[config.mk]
export PLATFORM = sky130hd
export DESIGN_NAME = n_queens_backtrack_solver
export DESIGN_NICKNAME = d
export VERILOG_FILES = /design/src/hw/rtl/nqb_pkg.sv /design/src/hw/rtl/nqb_cell.sv /design/src/hw/rtl/n_queens_backtrack_solver.sv
export VERILOG_INCLUDE_DIRS = /design/src /design/src/hw/rtl
export SDC_FILE = /design/constraint.sdc
export NUM_CORES = 2
export LEC_CHECK = 0
export BUFFER_PORTS_ARGS = -buffer_cell sky130_fd_sc_hd__buf_2
export CORE_ASPECT_RATIO = 1.75
export CORE_MARGIN = 2
export CORE_UTILIZATION = 57
export DETAILED_ROUTE_END_ITERATION = 8
export HOLD_SLACK_MARGIN = 0.05
export PLACE_DENSITY = 0.75
export SKIP_LAST_GASP = 1
export SYNTH_ARGS = -nofsm -noshare
export SYNTH_HDL_FRONTEND = slang
export SYNTH_SLANG_ARGS = --single-unit
export TNS_END_PERCENT = 50
[constraint.sdc]
create_clock -name clk -period 3.6 [get_ports clk]
set_clock_uncertainty 0.1 [all_clocks]
set_input_delay 0.54 -clock clk [delete_from_list [all_inputs] [get_ports clk]]
set_output_delay 0.54 -clock clk [all_outputs]
set_load 0.02 [all_outputs]
[src/hw/rtl/n_queens_backtrack_solver_assert.svh]
// Assertion macros shared by the solver RTL.
`ifndef N_QUEENS_BACKTRACK_SOLVER_ASSERT_SVH
`define N_QUEENS_BACKTRACK_SOLVER_ASSERT_SVH

// The consequent must hold in the same cycle as the antecedent.
`define NQB_ASSERT_NOW(lbl, ante, cons) \
	lbl: assert property (@(posedge clk) disable iff (!arst_n) (ante) |-> (cons)) \
		else $error("nqb assertion failed");

// The consequent must hold in the cycle after the antecedent.
`define NQB_ASSERT_NEXT(lbl, ante, cons) \
	lbl: assert property (@(posedge clk) disable iff (!arst_n) (ante) |=> (cons)) \
		else $error("nqb assertion failed");

`endif

[src/hw/rtl/nqb_pkg.sv]
package nqb_pkg;
	localparam int MAX_SIZE  = 16;
	localparam int FIELD_CAP = 16;
	localparam int SIZE_CAP  = (MAX_SIZE > FIELD_CAP) ? FIELD_CAP : MAX_SIZE;
	localparam int NCELL     = FIELD_CAP;

	localparam logic [1:0] STATUS_ROW      = 2'd0;
	localparam logic [1:0] STATUS_NONE     = 2'd1;
	localparam logic [1:0] STATUS_TOO_MANY = 2'd2;

	// Attack masks handed from one column cell to the next. Bit r is set when
	// row r of the receiving column is attacked along that line.
	typedef struct packed {
		logic [FIELD_CAP-1:0] rows;
		logic [FIELD_CAP-1:0] down;
		logic [FIELD_CAP-1:0] up;
	} nqb_link_t;

	// Broadcast from the controller to every cell.
	typedef struct packed {
		logic       place;
		logic [3:0] trial;
		logic [3:0] emit_row;
	} nqb_ctrl_t;
endpackage

[src/hw/rtl/nqb_cell.sv]
module nqb_cell (
	input  logic              clk,
	input  logic              arst_n,
	input  logic              sel,
	input  logic              in_use,
	input  nqb_pkg::nqb_ctrl_t ctrl,
	input  nqb_pkg::nqb_link_t link_in,
	output nqb_pkg::nqb_link_t link_out,
	output logic              free,
	output logic              emit_bit,
	output logic [3:0]        row
);
	import nqb_pkg::*;

	logic [FIELD_CAP-1:0] taken;
	logic [FIELD_CAP-1:0] onehot;
	logic [3:0]           row_q;
	nqb_link_t            link_q;

	assign taken    = link_in.rows | link_in.down | link_in.up;
	assign onehot   = FIELD_CAP'(1) << ctrl.trial;
	assign free     = !taken[ctrl.trial];
	assign emit_bit = in_use && (row_q == ctrl.emit_row);
	assign row      = row_q;
	assign link_out = link_q;

	// The queen row is payload; the outgoing masks reset so the chain is clean.
	always_ff @(posedge clk or negedge arst_n) begin
		if (!arst_n) begin
			link_q <= '0;
		end else if (sel && ctrl.place) begin
			link_q.rows <= link_in.rows | onehot;
			link_q.down <= (link_in.down | onehot) << 1;
			link_q.up   <= (link_in.up | onehot) >> 1;
		end
	end

	always_ff @(posedge clk) begin
		if (sel && ctrl.place) begin
			row_q <= ctrl.trial;
		end
	end
endmodule

[src/hw/rtl/n_queens_backtrack_solver.sv]
// N-queens solver: each input beat carries a board size and a queen count and starts a
// depth-first search that places one queen per column from column 0, trying rows in
// increasing order. The search runs on a chain of sixteen column cells; each cell keeps
// the row of its own queen and passes the row and diagonal attack masks on to the next
// column. One trial row is tested per clock cycle, and a backtrack step returns to the
// previous column and resumes one row below its queen. An item is taken in, searched by
// trials and backtracks, found complete once the last column is filled, and then sent
// out as result beats, each of which waits while the receiver stalls. When there are more
// queens than rows, no search is run: the item goes straight from the idle state to the
// status state, which loads the status beat. The first solution comes out as one
// beat per board row with a column bitmask and last set on the final row. A count of
// zero queens gives all-zero rows. When no solution exists, or there are more queens
// than rows, a single status beat with last set is returned instead. Board size zero is
// treated as one and sizes above sixteen as sixteen. A new item is taken only when the
// previous search has finished and its final beat is in the output register.
module n_queens_backtrack_solver (
	input  logic        clk,
	input  logic        arst_n,
	input  logic        in_valid,
	output logic        in_stall,
	input  logic [4:0]  board_size,
	input  logic [4:0]  queen_count,
	output logic        out_valid,
	input  logic        out_stall,
	output logic [1:0]  status,
	output logic [3:0]  row_index,
	output logic [15:0] row_bits,
	output logic        last
);
	import nqb_pkg::*;

	typedef enum logic [1:0] {
		ST_IDLE,
		ST_SEARCH,
		ST_EMIT,
		ST_STATUS
	} state_t;

	state_t     state_q;
	logic [4:0] size_q;
	logic [4:0] queens_q;
	logic [4:0] col_q;
	logic [4:0] trial_q;
	logic [3:0] emit_q;
	logic [1:0] code_q;

	logic        out_valid_q;
	logic [1:0]  status_q;
	logic [3:0]  row_index_q;
	logic [15:0] row_bits_q;
	logic        last_q;

	logic [4:0] size_eff;
	logic       out_load;
	logic       in_accept;

	nqb_ctrl_t        ctrl;
	nqb_link_t        link [NCELL+1];
	logic [3:0]       cell_row [NCELL];
	logic [NCELL-1:0] free_vec;
	logic [NCELL-1:0] emit_vec;

	logic       do_place;
	logic       trial_ok;
	logic       cur_free;
	logic [3:0] prev_col;
	logic       emit_last;

	// Clamp the board size into the range the result fields can carry.
	always_comb begin
		if (board_size == 5'd0) begin
			size_eff = 5'd1;
		end else if (board_size > 5'(SIZE_CAP)) begin
			size_eff = 5'(SIZE_CAP);
		end else begin
			size_eff = board_size;
		end
	end

	assign in_accept = in_valid && !in_stall;
	assign in_stall  = (state_q != ST_IDLE);
	assign out_load  = !out_valid_q || !out_stall;

	// The active column is always below sixteen while a trial is being made.
	assign trial_ok  = (trial_q < size_q);
	assign cur_free  = free_vec[col_q[3:0]];
	assign prev_col  = col_q[3:0] - 4'd1;
	assign do_place  = (state_q == ST_SEARCH) && (col_q != queens_q) && trial_ok && cur_free;
	assign emit_last = ({1'b0, emit_q} + 5'd1 == size_q);

	assign ctrl.place    = do_place;
	assign ctrl.trial    = trial_q[3:0];
	assign ctrl.emit_row = emit_q;

	assign link[0] = '0;

	for (genvar c = 0; c < NCELL; c++) begin : g_cell
		nqb_cell u_cell (
			.clk      (clk),
			.arst_n   (arst_n),
			.sel      (col_q == 5'(c)),
			.in_use   (5'(c) < queens_q),
			.ctrl     (ctrl),
			.link_in  (link[c]),
			.link_out (link[c+1]),
			.free     (free_vec[c]),
			.emit_bit (emit_vec[c]),
			.row      (cell_row[c])
		);
	end

	always_ff @(posedge clk or negedge arst_n) begin
		if (!arst_n) begin
			state_q     <= ST_IDLE;
			col_q       <= '0;
			trial_q     <= '0;
			out_valid_q <= 1'b0;
		end else begin
			// A beat that has been taken leaves the output register unless the
			// emitting states load the next one in its place.
			if (out_load && state_q != ST_EMIT && state_q != ST_STATUS) begin
				out_valid_q <= 1'b0;
			end
			case (state_q)
				ST_IDLE: begin
					if (in_accept) begin
						size_q   <= size_eff;
						queens_q <= queen_count;
						col_q    <= '0;
						trial_q  <= '0;
						emit_q   <= '0;
						if (queen_count > size_eff) begin
							code_q  <= STATUS_TOO_MANY;
							state_q <= ST_STATUS;
						end else begin
							state_q <= ST_SEARCH;
						end
					end
				end
				ST_SEARCH: begin
					if (col_q == queens_q) begin
						state_q <= ST_EMIT;
					end else if (trial_ok) begin
						if (cur_free) begin
							col_q   <= col_q + 5'd1;
							trial_q <= '0;
						end else begin
							trial_q <= trial_q + 5'd1;
						end
					end else if (col_q == 5'd0) begin
						code_q  <= STATUS_NONE;
						state_q <= ST_STATUS;
					end else begin
						// Backtrack: resume the previous column one row below its queen.
						col_q   <= col_q - 5'd1;
						trial_q <= {1'b0, cell_row[prev_col]} + 5'd1;
					end
				end
				ST_EMIT: begin
					if (out_load) begin
						out_valid_q <= 1'b1;
						status_q    <= STATUS_ROW;
						row_index_q <= emit_q;
						row_bits_q  <= emit_vec;
						last_q      <= emit_last;
						if (emit_last) begin
							state_q <= ST_IDLE;
						end else begin
							emit_q <= emit_q + 4'd1;
						end
					end
				end
				ST_STATUS: begin
					if (out_load) begin
						out_valid_q <= 1'b1;
						status_q    <= code_q;
						row_index_q <= '0;
						row_bits_q  <= '0;
						last_q      <= 1'b1;
						state_q     <= ST_IDLE;
					end
				end
				default: begin
					state_q <= ST_IDLE;
				end
			endcase
		end
	end

	assign out_valid = out_valid_q;
	assign status    = status_q;
	assign row_index = row_index_q;
	assign row_bits  = row_bits_q;
	assign last      = last_q;

`include "n_queens_backtrack_solver_assert.svh"

	// Queens never share a row, so each result row holds at most one queen.
	`NQB_ASSERT_NOW(a_row_onehot, out_valid && status == STATUS_ROW, $onehot0(row_bits))
	// Status beats carry an empty row and always close the item.
	`NQB_ASSERT_NOW(a_status_shape, out_valid && status != STATUS_ROW,
		last && row_bits == 16'd0 && row_index == 4'd0)
	// The search never runs past the requested queen count.
	`NQB_ASSERT_NOW(a_col_bound, state_q == ST_SEARCH, col_q <= queens_q)
	// Placing a queen always advances to a fresh trial in the next column.
	`NQB_ASSERT_NEXT(a_place_adv, do_place, trial_q == 5'd0 && col_q == $past(col_q) + 5'd1)
endmodule
==> flow_summary.yaml <==
run_status:
  status: "complete, but fails checks"
  violations: "max-capacitance violations, max-slew violations, negative setup slack"
clock_tree:
  cts_root_buffer: "clkbuf_16"
  numCtsBuffers: 68
  cts_buffer_depth: 3
  cts_tree: "done"
  htree_levels: 3
  clkTransAtPathRegs_ns: 0.07
  insertion_delay_ns: 0.64
  cts_sinks: 776
route:
  postRouteAntennaNets: 0
  drc: 0
  drt-total-wl_um: 117900
  firstDrtPassIters: 6
  drt_iter0_markers: 3470
  via_per_inst: 6.325
  routedWlPerCell_um: 23.99
  vias: 31100
worst_setup_path:
  rrSetupSlack_ns: -1.13
  crit_buf_inv: 7
  max_stage_delay_ns: 1.68
  worstRegToRegCells: 14
  reg2reg_to: "g_cell[7].u_cell.link_out[39]$_DFFE_PN0P_"
  critical_path.startpoint: "trial_q[0]$_DFFE_PN0P_"
  crit-reg2reg-launch: "trial_q[0]$_DFFE_PN0P_"
  startpoint_type: "flop"
  crit_required_ns: 4.04
  cp_data_arrival_time_ns: 5.17
  path_max_fanout: 12
  slowest_stage: "o41ai_1"
  crit_type: "flop to flop"
  crit_path_frequent_cell: "buf_4"
  critical_path.cell_chain: "buf_12 > buf_4 > nand2b_1 > o41ai_1 > o41ai_1 > o311ai_4 > a41oi_4 > buf_6 > a2111oi_4 > buf_6 > buf_12 > buf_4 > buf_4 > a21oi_1"
  cp_top_family: "compound AO/OA/AOI/OAI gates"
  crit_path_end_kind: "flop"
die:
  row_count: 120
  die-area_mm2: 0.06385
  ios: 39
  die_x_um: 191.9
  start_util_pct: 57.61
  core_area_mm2: 0.06111
  die_y_um: 332.8
final_layout:
  final_core_util_pct: 72.40
  area_growth_pct: 25.67
  layout.cells.non_filler: 4916
  finalNetCount: 4104
  drive_above_1_share_pct: 22.17
yosys:
  synth_nets: 3756
  synth_flop_cell: "dfrtp_1"
  synth_edf_count: 103
  ys_seq_area_share_pct: 56.62
  async_flop_share_pct: 86.73
  ys_ff_latch: 776
  synth.avg_cell_area_um2: 9.467
  netlist_area_mm2: 0.03521
  synth_cells: 3719
  synth_cell_type_count: 76
  synth_warnings: 0
hold_path:
  min_path_cells: 3
  hp-start: "board_size[2]"
  hold_class: "input pin to flop"
  min_to: "size_q[2]$_DFFE_PP_"
place:
  place_hpwl_um: 72110
  portBuffers: 38
  placed_cells: 4667
  gp_congestion: 0.9643
power_and_ir_drop:
  leakage_nw: 19.46
  peakVddDrop_mv: 0.6649
  powerDensity_mw_per_mm2: 727.2
sta:
  drv_slew: 4
  worst_slew_pin_slew_ns: 2.044
  period_needed_ns: 4.734
  rsz0062_at_grt: "true"
  final-hold-violation-count: 0
  post-route-period-util_pct: 131.5
  setup_slack_ns: -1.134
  setup_viol: 734
  clock.fmax_mhz: 211.3
  relSlewSlack_pct: -38.06
run:
  maxCapViolCount: 2
global_route:
  grt_pass1_wl_um: 171900
  antenna_found_initial: 1
  grt.total_usage_pct: 35.44
  grt_pass1_vias: 30910
  grt-ovfl-total: 0
  grt_max_degree: 186
[flip-flops by register name (all words and copies together), names as in the netlist, 4 cells and up]
signal and cells:
size_q 5, queens_q 5, g_cell.u_cell.row 64, col_q 5, g_cell.u_cell.link_out 660, row_bits 16
emit_q 4, trial_q 5, row_index 4
[where the power goes]
part / internal, mW / total, mW / switching (mW) / leakage (nW)
Combinational: 5.25 / 12.3 / 7.07 / 8.14
Sequential: 10.5 / 12.2 / 1.69 / 10.2
Clock: 4.24 / 7.63 / 3.38 / 1.13
[kinds of logic (layout without fill, tap and decap cells)]
family	Yosys count	count (layout)	share of synthesized area (%)
buffers and inverters	298	701	3.479
other	0	1	0
DFF	776	776	56.62
adders and majority gates	23	23	0.8174
muxes	75	75	3.188
and+or+nand+nor	1648	1648	20.07
xor gates and xnor gates	79	79	1.965
AOI/OAI and AO/OA	820	820	13.86
[cell type report]
cell class                 instances  area, um2
antenna                            1      2.502
clock buffer                     103       2078
clock inverter                    22      230.2
fill                            3946      16860
inverter                          23      112.6
multi-input combinational       2645      15080
sequential                       776      19950
tap                              793      992.2
timing repair buffer             553       5803
[synthesized netlist by cell type (all sizes together), types with 12 or more instances]
cell,instances,area share (%)
a2111oi,18,1.2
a211oi,30,0.64
a21oi,644,9.2
and2,19,0.34
buf,67,1.0
clkbuf,208,2.2
dfrtp,673,48
edfxtp,103,8.8
ha,23,0.82
inv,20,0.21
mux2,47,1.5
mux4,25,1.6
nand2,32,0.35
nand2b,12,0.21
nand3,21,0.30
nor2,1264,13
nor3,92,1.3
nor4,103,1.8
nor4b,31,0.77
o21ai,30,0.43
o311ai,12,0.32
o41ai,14,0.35
or4,25,0.53
xnor2,47,1.2
xor2,32,0.80
[worst reg2reg max path, cell delays in order, from the launching register on]
cell	delay, ns
dfrtp_4	0.46
buf_12	0.15
buf_4	0.18
nand2b_1	0.30
o41ai_1	0.10
o41ai_1	1.68
o311ai_4	0.25
a41oi_4	0.33
buf_6	0.20
a2111oi_4	0.08
buf_6	0.19
buf_12	0.16
buf_4	0.14
buf_4	0.14
a21oi_1	0.20
[layer usage]
layer | global-route usage [%] | part of all wire (%) | up-vias
met5 | 0 | 0 | -
li1 | - | - | 13540
met1 | 36.78 | 32 | 15080
met4 | 29.62 | 10 | 0
met2 | 61.50 | 50 | 1789
met3 | 6.173 | 7.9 | 685
[layout by cell type, fill, tap and decap left out, types with 15 or more instances in the layout]
cell type and n:
dfrtp_1 668, buf_4 372, edfxtp_1 103, clkbuf_8 16, ha_1 23, a21oi_1 601, mux4_2 25, inv_1 19
clkbuf_1 15, nor4_2 17, buf_2 37, xnor2_1 47, buf_12 73, nor2_1 1224, a2111oi_4 15, or4_1 18
nor2_4 34, mux2_2 33, buf_6 22, nor4b_1 24, nand3_1 21, nand2_1 31, clkbuf_16 82, and2_1 18
xor2_1 32, nor3_1 90, nor4_1 83, a211oi_1 24, a21oi_2 42, o21ai_0 28
[stage by stage]
step / hold WS (ns) / TNS (ns) / setup WS [ns] / cell area (um2) / total power [mW]
after floorplan: 0.1444 / -0.9119 / -0.1013 / 35430 / 18.34
after global placement: 0.3716 / -148.76 / -0.4260 / 39060 / 22.63
after detailed placement: 0.3705 / -180.93 / -0.4600 / 39060 / 22.85
after CTS: 0.1069 / -72.14 / -0.2324 / 43050 / 30.97
after global routing: 0.1261 / -597.93 / -0.9958 / 44240 / 33.42
final: 0.1176 / -699.68 / -1.134 / 44240 / 32.17
[how the worst max path moves through the flow]
stage	slack [ns]	to	cells past startpoint
after detailed placement	-0.46	g_cell[6].u_cell.link_out[17]$_DFFE_PN0P_	12
after global placement	-0.43	g_cell[6].u_cell.link_out[14]$_DFFE_PN0P_	13
after global routing	-1.0	g_cell[5].u_cell.link_out[42]$_DFFE_PN0P_	17
final	-1.13	g_cell[7].u_cell.link_out[39]$_DFFE_PN0P_	14
after CTS	-0.23	g_cell[13].u_cell.link_out[14]$_DFFE_PN0P_	15
after floorplan	-0.10	g_cell[0].u_cell.link_out[38]$_DFFE_PN0P_	14
[timing repair]
item / CTS / global route
setup buffers: 71 / 14
gates resized for setup: 62 / 206
gates cloned: 22 / 11
endpoints found under the hold margin: 51 / 0
pin swaps: 26 / 10
hold buffers: 7 / 0
setup endpoints to repair: 734 / 734
Power figures use the tool's default switching activity.
